$ cat config.mk
export PLATFORM = sky130hd
export DESIGN_NAME = base58_byte_encoder_unit
export DESIGN_NICKNAME = d
export VERILOG_FILES = /design/src/design/b58enc_pkg.sv /design/src/design/b58enc_dpath.sv /design/src/design/b58enc_ctrl.sv /design/src/design/base58_byte_encoder_unit.sv
export SDC_FILE = /design/constraint.sdc
export NUM_CORES = 1
export LEC_CHECK = 0
export ABC_AREA = 1
export BUFFER_PORTS_ARGS = -buffer_cell sky130_fd_sc_hd__buf_2
export CORE_MARGIN = 5
export CORE_UTILIZATION = 65
export DETAILED_ROUTE_END_ITERATION = 10
export MAX_ROUTING_LAYER = met4
export PLACE_DENSITY = 0.8
export SYNTH_ARGS = -nofsm -noshare
export SYNTH_HDL_FRONTEND = slang
export SYNTH_SLANG_ARGS = --single-unit
$ cat constraint.sdc
create_clock -name clk -period 9.3 [get_ports clk]
set_clock_uncertainty 0.1 [all_clocks]
set_input_delay 1.86 -clock clk [delete_from_list [all_inputs] [get_ports clk]]
set_output_delay 1.86 -clock clk [all_outputs]
set_load 0.05 [all_outputs]
$ cat src/design/b58enc_pkg.sv
`default_nettype none

package b58enc_pkg;

    // Output alphabet, first character in the top byte
    localparam int unsigned ALPHA_LEN = 58;
    localparam logic [ALPHA_LEN*8-1:0] ALPHABET =
        "rpshnaf39wBUDNEGHJKLM4PQRST7VWXYZ2bcdeCg65jkm8oFqi1tuvAxyz";

    localparam logic [5:0] DIGIT_ZERO = 6'd0;
    localparam logic [5:0] DIGIT_MAX  = 6'd57;

    // Division by 58 of a 14-bit value: q = (x * 1130) >> 16 is exact below 58*256
    localparam logic [13:0]  RADIX       = 14'd58;
    localparam logic [10:0]  DIV58_RECIP = 11'd1130;
    localparam int unsigned  DIV58_SHIFT = 16;

    typedef enum logic [3:0] {
        S_LOAD,
        S_CHECK,
        S_TEST,
        S_PASS_RD,
        S_PASS,
        S_FIN,
        S_EMIT_INIT,
        S_EMIT,
        S_DRD,
        S_DLD,
        S_ERR
    } state_t;

    // Controller to datapath
    typedef struct packed {
        logic load_byte;
        logic clear_str;
        logic div_init;
        logic pass_init;
        logic pass_step;
        logic pass_fin;
        logic emit_init;
        logic emit_zero;
        logic emit_dig;
        logic emit_err;
    } cmd_t;

    // Datapath to controller
    typedef struct packed {
        logic ovf;
        logic start_lt_cnt;
        logic more;
        logic zero_left;
        logic last;
        logic slot_free;
    } status_t;

    // Digit to ASCII character
    function automatic logic [6:0] b58_char(input logic [5:0] digit);
        logic [5:0] d;
        logic [5:0] pos;
        d   = (digit > DIGIT_MAX) ? DIGIT_MAX : digit;
        pos = DIGIT_MAX - d;
        return ALPHABET[{pos, 3'b000} +: 7];
    endfunction

endpackage

`default_nettype wire

$ cat src/design/b58enc_dpath.sv
`default_nettype none

module b58enc_dpath #(
    parameter int MAX_BYTES  = 32,
    parameter int MAX_DIGITS = 44
) (
    input  wire logic                clk,
    input  wire logic                rst_n,
    input  wire b58enc_pkg::cmd_t    cmd,
    output b58enc_pkg::status_t      status,
    input  wire logic [7:0]          data_byte,
    input  wire logic                out_stall,
    output logic                     out_valid,
    output logic [6:0]               out_char,
    output logic                     final_char,
    output logic                     too_long
);

    localparam int BCNT_W = $clog2(MAX_BYTES + 1);
    localparam int BIDX_W = (MAX_BYTES > 1) ? $clog2(MAX_BYTES) : 1;
    localparam int DCNT_W = $clog2(MAX_DIGITS + 1);
    localparam int DIDX_W = $clog2(MAX_DIGITS);
    localparam int SUM_W  = ((BCNT_W > DCNT_W) ? BCNT_W : DCNT_W) + 1;

    // Byte store and its read port
    logic [7:0]        byte_mem_reg [MAX_BYTES];
    logic [7:0]        brd_data_reg;
    logic [BCNT_W-1:0] byte_cnt_reg;
    logic [BCNT_W-1:0] lz_cnt_reg;
    logic              leading_reg;
    logic              ovf_reg;

    // Division pass
    logic [BCNT_W-1:0] start_reg;
    logic [BCNT_W-1:0] idx_reg;
    logic [BCNT_W-1:0] widx_reg;
    logic [BCNT_W-1:0] new_start_reg;
    logic              nz_seen_reg;
    logic [5:0]        rem_reg;

    // Digit store and emission
    logic [5:0]        digit_mem_reg [MAX_DIGITS];
    logic [5:0]        drd_data_reg;
    logic [DCNT_W-1:0] dig_cnt_reg;
    logic [DCNT_W-1:0] emit_left_reg;
    logic [BCNT_W-1:0] zero_left_reg;
    logic [DIDX_W-1:0] dig_idx_reg;

    // Output register
    logic              out_valid_reg;
    logic              out_valid_next;
    logic [6:0]        out_char_reg;
    logic              final_char_reg;
    logic              too_long_reg;

    logic              byte_room;
    logic              digit_room;
    logic [BCNT_W-1:0] rd_addr;
    logic [13:0]       cur;
    logic [24:0]       prod;
    logic [7:0]        quot;
    logic [13:0]       rem_full;
    logic [SUM_W-1:0]  total_sum;
    logic [SUM_W-1:0]  total_cap;
    logic [DCNT_W-1:0] dig_top;
    logic              load_out;

    // One step of the long division: {rem, byte} / 58
    assign cur      = {rem_reg, brd_data_reg};
    assign prod     = 25'(cur) * 25'(b58enc_pkg::DIV58_RECIP);
    assign quot     = prod[b58enc_pkg::DIV58_SHIFT +: 8];
    assign rem_full = cur - 14'(quot) * b58enc_pkg::RADIX;

    assign byte_room  = byte_cnt_reg < BCNT_W'(MAX_BYTES);
    assign digit_room = dig_cnt_reg < DCNT_W'(MAX_DIGITS);
    assign rd_addr    = cmd.pass_init ? start_reg : idx_reg;

    // Characters to send, capped at the digit store size
    assign total_sum = SUM_W'(lz_cnt_reg) + SUM_W'(dig_cnt_reg);
    assign total_cap = (total_sum > SUM_W'(MAX_DIGITS)) ? SUM_W'(MAX_DIGITS) : total_sum;
    assign dig_top   = dig_cnt_reg - DCNT_W'(1);

    assign load_out = cmd.emit_zero | cmd.emit_dig | cmd.emit_err;

    always_comb
    begin
        status.ovf          = ovf_reg;
        status.start_lt_cnt = start_reg < byte_cnt_reg;
        status.more         = idx_reg < byte_cnt_reg;
        status.zero_left    = zero_left_reg != '0;
        status.last         = emit_left_reg == DCNT_W'(1);
        status.slot_free    = !out_valid_reg || !out_stall;
    end

    always_comb
    begin
        if (load_out)
            out_valid_next = 1'b1;
        else if (out_valid_reg && !out_stall)
            out_valid_next = 1'b0;
        else
            out_valid_next = out_valid_reg;
    end

    // Memories
    always_ff @(posedge clk)
    begin
        if (cmd.load_byte && byte_room)
            byte_mem_reg[byte_cnt_reg[BIDX_W-1:0]] <= data_byte;
        else if (cmd.pass_step)
            byte_mem_reg[widx_reg[BIDX_W-1:0]] <= quot;
        brd_data_reg <= byte_mem_reg[rd_addr[BIDX_W-1:0]];

        if (cmd.pass_fin && digit_room)
            digit_mem_reg[dig_cnt_reg[DIDX_W-1:0]] <= rem_reg;
        drd_data_reg <= digit_mem_reg[dig_idx_reg];
    end

    // String state and output valid
    always_ff @(posedge clk or negedge rst_n)
    begin
        if (!rst_n)
        begin
            byte_cnt_reg  <= '0;
            lz_cnt_reg    <= '0;
            leading_reg   <= 1'b1;
            ovf_reg       <= 1'b0;
            out_valid_reg <= 1'b0;
        end
        else
        begin
            if (cmd.clear_str)
            begin
                byte_cnt_reg <= '0;
                lz_cnt_reg   <= '0;
                leading_reg  <= 1'b1;
                ovf_reg      <= 1'b0;
            end
            else if (cmd.load_byte)
            begin
                if (byte_room)
                begin
                    byte_cnt_reg <= byte_cnt_reg + BCNT_W'(1);
                    if (leading_reg)
                    begin
                        if (data_byte == 8'd0)
                            lz_cnt_reg <= lz_cnt_reg + BCNT_W'(1);
                        else
                            leading_reg <= 1'b0;
                    end
                end
                else
                begin
                    ovf_reg <= 1'b1;
                end
            end
            out_valid_reg <= out_valid_next;
        end
    end

    // Division and emission working registers, set before each use
    always_ff @(posedge clk)
    begin
        if (cmd.div_init)
        begin
            start_reg   <= lz_cnt_reg;
            dig_cnt_reg <= '0;
        end
        else if (cmd.pass_fin)
        begin
            start_reg <= new_start_reg;
            if (digit_room)
                dig_cnt_reg <= dig_cnt_reg + DCNT_W'(1);
        end

        if (cmd.pass_init)
        begin
            idx_reg       <= start_reg + BCNT_W'(1);
            widx_reg      <= start_reg;
            rem_reg       <= '0;
            nz_seen_reg   <= 1'b0;
            new_start_reg <= byte_cnt_reg;
        end
        else if (cmd.pass_step)
        begin
            rem_reg <= rem_full[5:0];
            // first nonzero quotient byte starts the next pass
            if (quot != 8'd0 && !nz_seen_reg)
            begin
                nz_seen_reg   <= 1'b1;
                new_start_reg <= widx_reg;
            end
            if (status.more)
            begin
                idx_reg  <= idx_reg + BCNT_W'(1);
                widx_reg <= idx_reg;
            end
        end

        if (cmd.emit_init)
        begin
            emit_left_reg <= DCNT_W'(total_cap);
            zero_left_reg <= lz_cnt_reg;
            dig_idx_reg   <= dig_top[DIDX_W-1:0];
        end
        else if (cmd.emit_zero)
        begin
            emit_left_reg <= emit_left_reg - DCNT_W'(1);
            zero_left_reg <= zero_left_reg - BCNT_W'(1);
        end
        else if (cmd.emit_dig)
        begin
            emit_left_reg <= emit_left_reg - DCNT_W'(1);
            dig_idx_reg   <= dig_idx_reg - DIDX_W'(1);
        end
    end

    // Output payload
    always_ff @(posedge clk)
    begin
        if (cmd.emit_err)
        begin
            out_char_reg   <= 7'd0;
            final_char_reg <= 1'b0;
            too_long_reg   <= 1'b1;
        end
        else if (cmd.emit_zero)
        begin
            out_char_reg   <= b58enc_pkg::b58_char(b58enc_pkg::DIGIT_ZERO);
            final_char_reg <= status.last;
            too_long_reg   <= 1'b0;
        end
        else if (cmd.emit_dig)
        begin
            out_char_reg   <= b58enc_pkg::b58_char(drd_data_reg);
            final_char_reg <= status.last;
            too_long_reg   <= 1'b0;
        end
    end

    assign out_valid  = out_valid_reg;
    assign out_char   = out_char_reg;
    assign final_char = final_char_reg;
    assign too_long   = too_long_reg;

endmodule

`default_nettype wire

$ cat src/design/b58enc_ctrl.sv
`default_nettype none

module b58enc_ctrl (
    input  wire logic                clk,
    input  wire logic                rst_n,
    input  wire logic                in_valid,
    input  wire logic                final_byte,
    input  wire b58enc_pkg::status_t status,
    output b58enc_pkg::cmd_t         cmd,
    output logic                     in_stall
);

    b58enc_pkg::state_t state_reg;
    b58enc_pkg::state_t state_next;

    always_ff @(posedge clk or negedge rst_n)
    begin
        if (!rst_n)
            state_reg <= b58enc_pkg::S_LOAD;
        else
            state_reg <= state_next;
    end

    // Next state
    always_comb
    begin
        state_next = state_reg;
        unique case (state_reg)
            b58enc_pkg::S_LOAD:
                if (in_valid && final_byte)
                    state_next = b58enc_pkg::S_CHECK;
            b58enc_pkg::S_CHECK:
                state_next = status.ovf ? b58enc_pkg::S_ERR : b58enc_pkg::S_TEST;
            b58enc_pkg::S_TEST:
                state_next = status.start_lt_cnt ? b58enc_pkg::S_PASS_RD
                                                 : b58enc_pkg::S_EMIT_INIT;
            b58enc_pkg::S_PASS_RD:
                state_next = b58enc_pkg::S_PASS;
            b58enc_pkg::S_PASS:
                if (!status.more)
                    state_next = b58enc_pkg::S_FIN;
            b58enc_pkg::S_FIN:
                state_next = b58enc_pkg::S_TEST;
            b58enc_pkg::S_EMIT_INIT:
                state_next = b58enc_pkg::S_EMIT;
            b58enc_pkg::S_EMIT:
                if (!status.zero_left)
                    state_next = b58enc_pkg::S_DRD;
                else if (status.slot_free && status.last)
                    state_next = b58enc_pkg::S_LOAD;
            b58enc_pkg::S_DRD:
                state_next = b58enc_pkg::S_DLD;
            b58enc_pkg::S_DLD:
                if (status.slot_free)
                    state_next = status.last ? b58enc_pkg::S_LOAD : b58enc_pkg::S_DRD;
            b58enc_pkg::S_ERR:
                if (status.slot_free)
                    state_next = b58enc_pkg::S_LOAD;
            default:
                state_next = b58enc_pkg::S_LOAD;
        endcase
    end

    // Commands
    always_comb
    begin
        cmd      = '0;
        in_stall = 1'b1;
        unique case (state_reg)
            b58enc_pkg::S_LOAD:
            begin
                in_stall      = 1'b0;
                cmd.load_byte = in_valid;
            end
            b58enc_pkg::S_CHECK:
                cmd.div_init = !status.ovf;
            b58enc_pkg::S_TEST:
                ;
            b58enc_pkg::S_PASS_RD:
                cmd.pass_init = 1'b1;
            b58enc_pkg::S_PASS:
                cmd.pass_step = 1'b1;
            b58enc_pkg::S_FIN:
                cmd.pass_fin = 1'b1;
            b58enc_pkg::S_EMIT_INIT:
                cmd.emit_init = 1'b1;
            b58enc_pkg::S_EMIT:
            begin
                cmd.emit_zero = status.zero_left && status.slot_free;
                cmd.clear_str = status.zero_left && status.slot_free && status.last;
            end
            b58enc_pkg::S_DRD:
                ;
            b58enc_pkg::S_DLD:
            begin
                cmd.emit_dig  = status.slot_free;
                cmd.clear_str = status.slot_free && status.last;
            end
            b58enc_pkg::S_ERR:
            begin
                cmd.emit_err  = status.slot_free;
                cmd.clear_str = status.slot_free;
            end
            default:
                ;
        endcase
    end

endmodule

`default_nettype wire

$ cat src/design/base58_byte_encoder_unit.sv
// Base58 encoder for a big-endian byte string.
// Input channel: data_byte/final_byte with in_valid/in_stall, one byte per item,
// most significant byte first; final_byte marks the last byte of a string.
// Output channel: out_char/final_char/too_long with out_valid/out_stall, one
// character per item, leading zero bytes first as 'r', then the digits most
// significant first; final_char marks the last character. A string longer than
// MAX_BYTES gives a single item with too_long set and no characters.
// Timing: bytes are taken one per cycle while the string is loading. After the
// final byte the input stalls while the number is divided by 58 repeatedly:
// each digit costs one pass over the stored bytes from the first nonzero one
// on, in states S_PASS_RD, S_PASS and S_FIN. The pass rate is set by the byte
// store, one byte read and one written back per cycle. After a setup state
// (S_EMIT_INIT) each leading 'r' is loaded from S_EMIT, and each digit is read
// from the digit store in S_DRD and loaded in S_DLD.
// The input reopens once the last character sits in the output register.
// Reset clears the string and empties the output register; the stores need
// no clearing. A stalled output item holds its value and pauses emission.
`default_nettype none

module base58_byte_encoder_unit #(
    parameter int MAX_BYTES  = 32,
    parameter int MAX_DIGITS = 44
) (
    input  wire logic       clk,
    input  wire logic       rst_n,
    input  wire logic       in_valid,
    output logic            in_stall,
    input  wire logic [7:0] data_byte,
    input  wire logic       final_byte,
    output logic            out_valid,
    input  wire logic       out_stall,
    output logic [6:0]      out_char,
    output logic            final_char,
    output logic            too_long
);

    b58enc_pkg::cmd_t    cmd;
    b58enc_pkg::status_t status;

    b58enc_ctrl u_ctrl (
        .clk        (clk),
        .rst_n      (rst_n),
        .in_valid   (in_valid),
        .final_byte (final_byte),
        .status     (status),
        .cmd        (cmd),
        .in_stall   (in_stall)
    );

    b58enc_dpath #(
        .MAX_BYTES  (MAX_BYTES),
        .MAX_DIGITS (MAX_DIGITS)
    ) u_dpath (
        .clk        (clk),
        .rst_n      (rst_n),
        .cmd        (cmd),
        .status     (status),
        .data_byte  (data_byte),
        .out_stall  (out_stall),
        .out_valid  (out_valid),
        .out_char   (out_char),
        .final_char (final_char),
        .too_long   (too_long)
    );

`ifndef SYNTHESIS
    // Error item carries no character and no final mark
    a_err_item: assert property (@(posedge clk) disable iff (!rst_n)
        (out_valid && too_long) |-> (!final_char && out_char == 7'd0))
        else $error("error item with character data");

    // Input closes right after a final byte is taken
    a_final_closes: assert property (@(posedge clk) disable iff (!rst_n)
        (in_valid && !in_stall && final_byte) |=> in_stall)
        else $error("input open after final byte");

    // No input accepted during a division pass
    a_pass_stalls: assert property (@(posedge clk) disable iff (!rst_n)
        (cmd.pass_step || cmd.pass_init || cmd.pass_fin) |-> in_stall)
        else $error("input open during division");

    // At most one output load source at a time
    a_one_load: assert property (@(posedge clk) disable iff (!rst_n)
        $onehot0({cmd.emit_zero, cmd.emit_dig, cmd.emit_err}))
        else $error("conflicting output loads");
`endif

endmodule

`default_nettype wire

# After elaboration in Yosys (flattened, before gate mapping)
# Memories as Yosys holds them, arrays and structs flattened. A register that Yosys moved wholly into a read port is not among the register bits.
# Cells that the tools add are included.
# Widths: inputs -> output; s select.
[classes] magnitude_cmp=6 bitwise=2 n_eq_ne=18 mux=77 multipliers=2 shifts=1 n_div=0 addsub=12 reduce_logical=41
[ops] cell="$shiftx 464x10->7 const A" n=1
[ops] cell="$mux 6" n=29
[ops] cell="$pmux 4 s11" n=1
[ops] cell="$mux 1" n=32
[ops] cell="$mux 4" n=8
[ops] cell="$add 6x1->6 const B" n=5
[ops] cell="$reduce_bool 2->1" n=12
[ops] cell="$sub 6x1->6 const B" n=4
[ops] cell="$mul 14x10->23 const B" n=1
[ops] cell="$eq 4x3->1 const B" n=4
[ops] cell="$mux 7" n=2
[ops] cell="$reduce_and 2->1" n=7
[ops] cell="$eq 4x4->1 const B" n=3
[ops] cell="$lt 6x6->1" n=2
[ops] cell="$lt 6x6->1 const B" n=2
[ops] cell="$mux 5" n=2
[ops] cell="$eq 4x2->1 const B" n=2
[ops] cell="$logic_and 1x1->1" n=8
[ops] cell="$logic_not 8->1" n=1
[ops] cell="$mul 8x5->5 const B" n=1
[ops] cell="$mux 8" n=1
[ops] cell="$reduce_bool 8->1" n=1
[ops] cell="$reduce_or 8->1" n=1
[ops] cell="$add 6x6->7" n=1
[ops] cell="20 further kinds" n=28
[word_totals] n_memories=2 mem_bits_rw=520 romBits=0 latch_bits=0 out_inout_bits=11 register_bits=83
[mem_list] name="u_dpath.digit_mem_reg" depth=44 width=6 rd=1 rd_clocked_by_memory_dff=1 wr=1 line="b58enc_dpath.sv:42" text="logic [5:0] digit_mem_reg [MAX_DIGITS];"
[mem_list] name="u_dpath.byte_mem_reg" depth=32 width=8 rd=1 rd_clocked_by_memory_dff=1 wr=1 line="b58enc_dpath.sv:26" text="logic [7:0] byte_mem_reg [MAX_BYTES];"

# Logic depth before layout (Yosys ltp)
# Gate-level depths: netlist of run 1.
[logic_depth] word_depth=7 depth_mapped=35 mapped_depth_nobuf=35

# Hierarchy
# Synthesis of run 1 repeated with hierarchy kept, for this count alone.
[hier_totals] cells_unflattened=2671 area_unflattened_um2=29021.6
[by_module_without_submodules] mod="b58enc_dpath" n_inst=1 area_each_um2=28551.1 cells_each=2591
[by_module_without_submodules] mod="b58enc_ctrl" n_inst=1 area_each_um2=470.5 cells_each=80

# Worst setup path after synthesis of run 1
# No wires, ideal clock.
[synth_path] path_type="register to register" start="reg u_dpath.rem_reg[1]" end="reg u_dpath.rem_reg[5]" arrival_time_ps=5833 path_stages_with_launch=34 setup_slack_ps=3258 setup_time_ps=109 cell_sequence="dfxtp_1 ha_1 ha_1 fa_1 fa_1 inv_1 fa_1 inv_1 ha_1 nand2_1 inv_1 nand2_1 nor3_1 nand2_1 nand2_1 nand2_1 nand2_1 inv_1 nor2_1 nor2_1 ha_1 ha_1 inv_1 ha_1 a21oi_1 nand2_1 xor2_1 nand3b_1 nand2_1 inv_1 nand2_1 nand3_1 nand2_1 inv_1"
[synth_between] elab_chain_len=3
[synth_rtl] element="from (decl)" line="b58enc_dpath.sv:39" text="logic [5:0] rem_reg;"
[synth_rtl] element="from (signal assigned)" line="b58enc_dpath.sv:186" text="rem_reg <= rem_full[5:0];"
[synth_rtl] element="$mul 14x10->23" line="b58enc_dpath.sv:70" text="assign prod = 25'(cur) * 25'(b58enc_pkg::DIV58_RECIP);"
[synth_rtl] element="$mul 8x5->5" line="b58enc_dpath.sv:72" text="assign rem_full = cur - 14'(quot) * b58enc_pkg::RADIX;"
[synth_rtl] element="$sub 6x6->6" line="b58enc_dpath.sv:72"
# No other way between the ends.
# A chain may end at the register's enable or synchronous reset.

# Worst setup path after layout of run 1
# Same ends and word-level chain as after synthesis.

==> flow_summary.toml, run 1 <==
[yosys]
yosysWarnings = 0
synthTopCellsByCount = "edfxtp_1, nor2_1, nand2_1, o21ai_0, inv_1"
async_flop_share = 0.03079
ys_ff_latch = 617
yosys.area.top_type = "edfxtp_1"
syn_area_um2 = 29230
synth_cells = 2692
syn_avg_cell_area_um2 = 10.86
synth_ff_type = "edfxtp_1"
synth_nets = 2849
synth_cell_types = 45
netlist_top_cells_area = "edfxtp_1, ha_1, o21ai_0, nor2_1, nand2_1"
synth-edff-count = 562
synth.top_cell.area_share = 0.5774
ys_seq_area_frac = 0.6183
synth.most_common_cell = "edfxtp_1"

[route]
first_iter_violations = 2499
via_per_inst = 6.171
num_vias = 20510
dr.pass1.iters = 6
drc = 0
drtAntennaViolNets = 0
wire_per_inst_um = 20.64
finalWirelength_um = 68620

[sta]
max_freq_mhz = 152.7
rsz0062_at_grt = "no"
period_needed_ns = 6.548
slew_violations = 0
final-setup-viol-count = 0
finalHoldViolCount = 0
fin_crit_sh = 0.7040
tightest_slew_ns = 1.225
slew_headroom = 0.1834
fin_setup_tns_ns = 0

[clocking]
post_cts_resized = 0
clk_pin_slew_worst_paths_ns = 0.07
clk_latency_ns = 0.63
cts_tree = "done"
hold_buffers = 0
cts.htree.levels = 2
cts_buffers = 60
cts_buffer_depth = 3
cts.sinks = 617
postCtsSetupRepairBufs = 0
cts-root-buf = "clkbuf_16"

[final_layout]
fill_cells = 3000
largest_reg_flops = 264
final_nets = 2837
antennaDiodeCount = 0
syn_to_final_growth_pct = 9.623
drive_gt1_frac = 0.08565
utilization = 0.7230

[setup_path]
crit_path_top_delay_cell = "dfxtp_2"
critPathBufInv = 7
crit_family = "adder cells"
cp.required_ns = 9.72
crit_type = "flip-flop to flip-flop"
cp_slowest_stage_delay_ns = 0.95
worstPathArrival_ns = 6.97
crit_fanout = 50
critPathCaptureType = "flip-flop"
startpoint_type = "flip-flop"

[grt]
grt_pass1_wl_um = 107200
grt_max_degree = 111
grt.overflow.total = 0
antenna_found_initial = 0
first_global_vias = 19930
grt.total_usage = 0.2795

[die]
initial_core_util = 0.6595
io_pins = 24
die_w_um = 222.1
die_y_um = 222.1
core.rowCount = 77
core_area_um2 = 44320
dieArea_um2 = 49310

[placed_design]
io_buffers = 23
dp_hpwl_um = 43120
globalplace.congestion = 0.9384

[job]
maxCapViolCount = 0

[min_path]
hp-class = "flip-flop to flip-flop"

[status]
status = "finished, final reports clean"
[cells by family (layout without fill, tap and decap cells)]
group                      count (synthesis)  count (layout)  synth area share
and+or+nand+nor                          934             934            0.1339
buffers and inverters                    352             392           0.04734
adders and majority gates                144             144           0.06909
AOI/OAI and AO/OA                        621             621            0.1241
xor gates and xnor gates                  24              24          0.007191
DFF                                      617             617            0.6183
[worst register-to-register path: cells and delay by family, from the launching register on]
family / cells / cell delay, ns
flops: 1 / 0.95
xor+xnor: 1 / 0.15
buf+inv: 7 / 0.35
fa+ha+maj: 9 / 3.36
compound gates: 2 / 0.24
simple gates: 13 / 1.30
[layer usage]
layer / up-vias / wire length [um] / GRT usage
met1: 9893 / 26420 / 0.3506
met5: - / 0 / -
li1: 9504 / - / -
met3: 177 / 4672 / 0.03403
met4: 0 / 2860 / 0.1143
met2: 938 / 34670 / 0.4680
[per-stage QoR]
step	setup slack [ns]	instance area [um2]	std cells	hold WS (ns)
finish	2.752	32040	3324	0.3453
CTS	2.774	32040	3324	0.3471
floorplan	3.258	29230	2692	0.3261
global placement	2.967	29800	3210	0.3242
global route	2.323	32040	3324	0.3664
detailed placement	2.842	29800	3210	0.3335
[worst paths after layout]
check,cells past startpoint,endpoint,from,slack [ns]
setup reg to reg,32,u_dpath.rem_reg[5],u_dpath.rem_reg[1],2.75
min in group asynchronous,1,u_dpath.out_valid,rst_n,1.08
hold reg to reg,2,u_dpath.too_long,u_dpath.too_long,0.35
setup / recovery,32,u_dpath.rem_reg[5],u_dpath.rem_reg[1],2.75
max in group asynchronous,1,u_dpath.leading_reg,rst_n,7.68
hold / removal,2,u_dpath.too_long,u_dpath.too_long,0.35
[area by class of cell]
class / instances / area (um2) / share of cell area
repair buffers: 47 / 295.3 / 0.009215
clock buffers: 78 / 1692 / 0.05279
flip-flops and latches: 617 / 18080 / 0.5642
clock inverters: 36 / 551.8 / 0.01722
inverters: 231 / 869.6 / 0.02714
well taps: 592 / 740.7 / 0.02312
multi-input cells: 1723 / 9814 / 0.3063
[cells in the final DEF, fill, tap and decap left out, types with 29 or more instances in the layout]
| cell type | n |
|---|---|
| edfxtp_1 | 562 |
| nor2_1 | 366 |
| nand2_1 | 345 |
| o21ai_0 | 276 |
| inv_1 | 223 |
| nand3_1 | 120 |
| ha_1 | 115 |
| o211ai_1 | 110 |
| o22ai_1 | 71 |
| a21oi_1 | 67 |
| clkbuf_16 | 62 |
| or2_2 | 52 |
| o21ai_1 | 41 |
| dfxtp_1 | 32 |
| fa_1 | 29 |
Power of run 1 is left out: the tool's default activity adds up to more than one toggle a clock period on the data nets, which glitch-free logic cannot reach.
==> inputs of run 2 (changes only) <==
--- a/config.mk
+++ b/config.mk
@@ -8,10 +8,10 @@
 export ABC_AREA = 1
 export BUFFER_PORTS_ARGS = -buffer_cell sky130_fd_sc_hd__buf_2
 export CORE_MARGIN = 5
-export CORE_UTILIZATION = 65
+export CORE_UTILIZATION = 57
 export DETAILED_ROUTE_END_ITERATION = 10
 export MAX_ROUTING_LAYER = met4
-export PLACE_DENSITY = 0.8
+export PLACE_DENSITY = 0.74
 export SYNTH_ARGS = -nofsm -noshare
 export SYNTH_HDL_FRONTEND = slang
 export SYNTH_SLANG_ARGS = --single-unit
==> constraint.sdc (replaced) <==
create_clock -name clk -period 5.2 [get_ports clk]
set_clock_uncertainty 0.1 [all_clocks]
set_input_delay 1.04 -clock clk [delete_from_list [all_inputs] [get_ports clk]]
set_output_delay 1.04 -clock clk [all_outputs]
set_load 0.05 [all_outputs]
==> flow_summary.toml, run 2 (synthesis results as in run 1) <==
[setup_path]
crit_path_top_delay_cell = "fa_1"
r2r_slack_ns = -0.32
cp_slowest_stage_delay_ns = 0.50
crit_family = "adder cells"
cp-startpoint = "u_dpath.brd_data_reg[6]"
crit_fanout = 4
critPathCaptureType = "flip-flop"
reg2reg_to = "u_dpath.rem_reg[5]"
critPathBufInv = 9
r2r-start = "u_dpath.brd_data_reg[6]"
crit_type = "flip-flop to flip-flop"
reg2reg_depth = 34
startpoint_type = "flip-flop"
worstPathArrival_ns = 5.94
cp.required_ns = 5.62

[status]
violations = "negative setup slack"
status = "finished, violations left"

[final_layout]
fin_cells = 3497
largest_reg_flops = 264
drive_gt1_frac = 0.1363
mostFrequentLayoutCell = "edfxtp_1"
final_nets = 2922
antennaDiodeCount = 0
layout_common_cells = "edfxtp_1, nor2_1, nand2_1"
syn_to_final_growth_pct = 13.20

[route]
drc = 0
wire_per_inst_um = 20.11
num_vias = 20690
first_iter_violations = 2268
dr.pass1.iters = 6
drtAntennaViolNets = 0
finalWirelength_um = 70320
via_per_inst = 5.915

[clocking]
cts_tree = "done"
hold_buffers = 0
cts_buffers = 61
cts.sinks = 617
cts_buffer_depth = 3
clk_latency_ns = 0.62
cts-root-buf = "clkbuf_16"
cts.htree.levels = 2
clk_pin_slew_worst_paths_ns = 0.07

[die]
core_area_um2 = 51090
core.rowCount = 83
io_pins = 24
initial_core_util = 0.5721
die_w_um = 236.5
die_y_um = 236.5
dieArea_um2 = 55910

[sta]
period_needed_ns = 5.524
finalHoldViolCount = 0
tightest_slew_ns = 1.304
slew_violations = 0
fin_crit_sh = 1.062
max_freq_mhz = 181.0
final-setup-viol-count = 1
rsz0062_at_grt = "yes"
fin_ws_ns = -0.3237
slew_headroom = 0.1308

[grt]
grt_max_degree = 134
grt_pass1_wl_um = 110100
first_global_vias = 20290
grt.total_usage = 0.2522
antenna_found_initial = 0
grt.overflow.total = 0

[job]
maxCapViolCount = 0

[placed_design]
io_buffers = 23
dp_cells = 3378
dp_hpwl_um = 45270
globalplace.congestion = 0.9298

[min_path]
hp-class = "primary input to async pin"
-- run 2: cell count changes in the layout (fill, tap and decap cells not counted), moves of 5 or more --
cell      previous run  this run
nand2_2              4        21
clkbuf_8             8         0
dfxtp_4              0         5
inv_2                4        13
ha_4                 0        19
dfxtp_1             32        26
nand2_1            345       326
buf_4               24       105
a21oi_1             67        61
ha_1               115        96
inv_1              223       214
clkinv_2             9        18
-- run 2: routing by layer --
layer | vias up | share of wire | GRT usage
met4 | 0 | 0.035 | 0.08903
met2 | 772 | 0.51 | 0.4223
met1 | 10040 | 0.40 | 0.3214
met5 | - | 0 | -
li1 | 9707 | - | -
met3 | 165 | 0.060 | 0.03168
-- run 2: through the flow --
stage | area (um2) | utilization | setup TNS, ns | worst slack, ns | hold slack (ns)
6_report | 33090 | 0.6476 | -0.3237 | -0.3237 | 0.2672
5_1_grt | 33090 | 0.6476 | -0.6638 | -0.5456 | 0.2924
4_1_cts | 32830 | 0.6424 | -0.2845 | -0.2845 | 0.2583
3_5_place_dp | 30530 | 0.5975 | -0.7824 | -0.5255 | 0.3387
3_3_place_gp | 30530 | 0.5975 | -0.5435 | -0.4493 | 0.3278
2_1_floorplan | 29250 | - | -16.28 | -0.3927 | 0.3261
-- run 2: area by class of cell --
type                            instances  area, um2
Inverter                              231      869.6
Multi-Input combinational cell       1723      10190
Clock buffer                           71       1607
Sequential cell                       617      18100
Clock inverter                         44      529.3
Timing Repair Buffer                  131      945.9
Tap cell                              680      850.8
Fill cell                            3840      18010
-- run 2: worst max-delay path by stage --
stage	endpoint	depth (start not counted)	slack, ns
floorplan	u_dpath.rem_reg[5]	28	-0.39
global placement	u_dpath.rem_reg[5]	34	-0.45
detailed placement	u_dpath.rem_reg[5]	35	-0.53
CTS	u_dpath.rem_reg[5]	35	-0.28
global route	u_dpath.rem_reg[5]	31	-0.55
finish	u_dpath.rem_reg[5]	34	-0.32
-- run 2: what timing repair did --
action,CTS,global route
pin swaps,13,32
resized for setup,30,49
buffers inserted,1,3
endpoints found under the setup margin,2,3
Power of run 2 is left out for the same reason.
==> inputs of run 3 (changes only) <==
--- a/config.mk
+++ b/config.mk
@@ -12,6 +12,7 @@
 export DETAILED_ROUTE_END_ITERATION = 10
 export MAX_ROUTING_LAYER = met4
 export PLACE_DENSITY = 0.74
+export RECOVER_POWER = 100
 export SYNTH_ARGS = -nofsm -noshare
 export SYNTH_HDL_FRONTEND = slang
 export SYNTH_SLANG_ARGS = --single-unit
==> flow_summary.toml, run 3 (synthesis results as in run 1) <==
[status]
status = "finished, violations left"
violations = "max-capacitance violations, max-slew violations, negative setup slack"

[sta]
holdWs_ns = 0.3480
rsz0062_at_grt = "yes"
tightest_slew_ns = 2.073
fin_crit_sh = 1.063
final-setup-viol-count = 1
fin_ws_ns = -0.3261
slew_headroom = -0.3822
fin_setup_tns_ns = -0.3261
finalHoldViolCount = 0
slew_violations = 113
max_freq_mhz = 181.0
period_needed_ns = 5.526

[clocking]
cts_tree = "done"
cts.sinks = 617
clk_pin_slew_worst_paths_ns = 0.06
cts.htree.levels = 2
cts-root-buf = "clkbuf_16"
clk_latency_ns = 0.63
hold_buffers = 0
cts_buffer_depth = 3
cts_buffers = 61

[die]
die_w_um = 236.5
dieArea_um2 = 55910
core.rowCount = 83
initial_core_util = 0.5721
io_pins = 24
core_area_um2 = 51090
die_y_um = 236.5

[setup_path]
crit_family = "adder cells"
worstPathArrival_ns = 5.95
critPathBufInv = 9
cp.required_ns = 5.62
crit_path_top_delay_cell = "fa_1"
cp_slowest_stage_delay_ns = 0.50
critPathCaptureType = "flip-flop"
crit_type = "flip-flop to flip-flop"
crit_fanout = 3
startpoint_type = "flip-flop"

[route]
num_vias = 20670
dr.pass1.iters = 5
drc = 0
wire_per_inst_um = 20.12
via_per_inst = 5.910
drtAntennaViolNets = 0
first_iter_violations = 2161
finalWirelength_um = 70370

[final_layout]
drive_gt1_frac = 0.1317
syn_to_final_growth_pct = 13.04
mostFrequentLayoutCell = "edfxtp_1"
final_nets = 2922
largest_reg_flops = 264
antennaDiodeCount = 0
layout_common_cells = "edfxtp_1, nor2_1, nand2_1"

[placed_design]
io_buffers = 23
dp_hpwl_um = 45270
globalplace.congestion = 0.9298

[job]
maxCapViolCount = 3

[grt]
grt_max_degree = 134
grt.overflow.total = 0
grt_pass1_wl_um = 110100
grt.total_usage = 0.2522
first_global_vias = 20290
antenna_found_initial = 0

[min_path]
hp-class = "flip-flop to flip-flop"
-- run 3: changes by cell type in the layout (fill, tap and decap cells not counted), sizes merged --
cell / previous run / this run
buf: 131 / 121
clkbuf: 71 / 81
-- run 3: final timing paths --
path | cells past startpoint | start | slack, ns | endpoint
max | 34 | u_dpath.brd_data_reg[5] | -0.33 | u_dpath.rem_reg[5]
min | 2 | u_dpath.nz_seen_reg | 0.35 | u_dpath.nz_seen_reg
max reg2reg | 34 | u_dpath.brd_data_reg[5] | -0.33 | u_dpath.rem_reg[5]
min reg2reg | 2 | u_dpath.nz_seen_reg | 0.35 | u_dpath.nz_seen_reg
max in group asynchronous | 1 | rst_n | 3.80 | u_dpath.lz_cnt_reg[5]
min in group asynchronous | 1 | rst_n | 0.52 | u_dpath.byte_cnt_reg[3]
-- run 3: worst register-to-register path: cells and delay by family, from the launching register on --
family,cells,cell delay [ns]
adder cells (fa/ha/maj),9,3.07
buffers and inverters,9,0.48
flip-flops,1,0.37
XOR/XNOR,1,0.16
AND/OR/NAND/NOR,13,0.99
AO/OA/AOI/OAI,2,0.28
-- run 3: stage by stage --
stage	instances	utilization	cell area, um2	setup slack, ns
final	3497	0.6467	33040	-0.3261
after global routing	3497	0.6467	33040	-0.5454
after CTS	3494	0.6424	32830	-0.2845
after detailed placement	3378	0.5975	30530	-0.5255
after global placement	3378	0.5975	30530	-0.4493
after floorplan	2692	-	29250	-0.3927
-- run 3: timing repair --
item                       CTS  global route
setup endpoints to repair    2             3
gates resized for setup     30            49
pin swaps                   13            32
setup buffers                1             3
-- run 3: layout make-up --
class / instances / area (um2)
tap: 680 / 850.8
sequential: 617 / 18100
timing repair buffer: 131 / 910.9
clock buffer: 71 / 1607
multi-input combinational: 1723 / 10180
inverter: 231 / 869.6
clock inverter: 44 / 529.3
fill: 3857 / 18050
-- run 3: routing by layer --
layer / track usage / vias up / routed length [um]
met3: 0.03168 / 160 / 4262
li1: - / 9703 / -
met2: 0.4223 / 767 / 35590
met4: 0.08903 / 0 / 2494
met1: 0.3214 / 10040 / 28020
met5: - / - / 0
Power of run 3 is left out for the same reason.
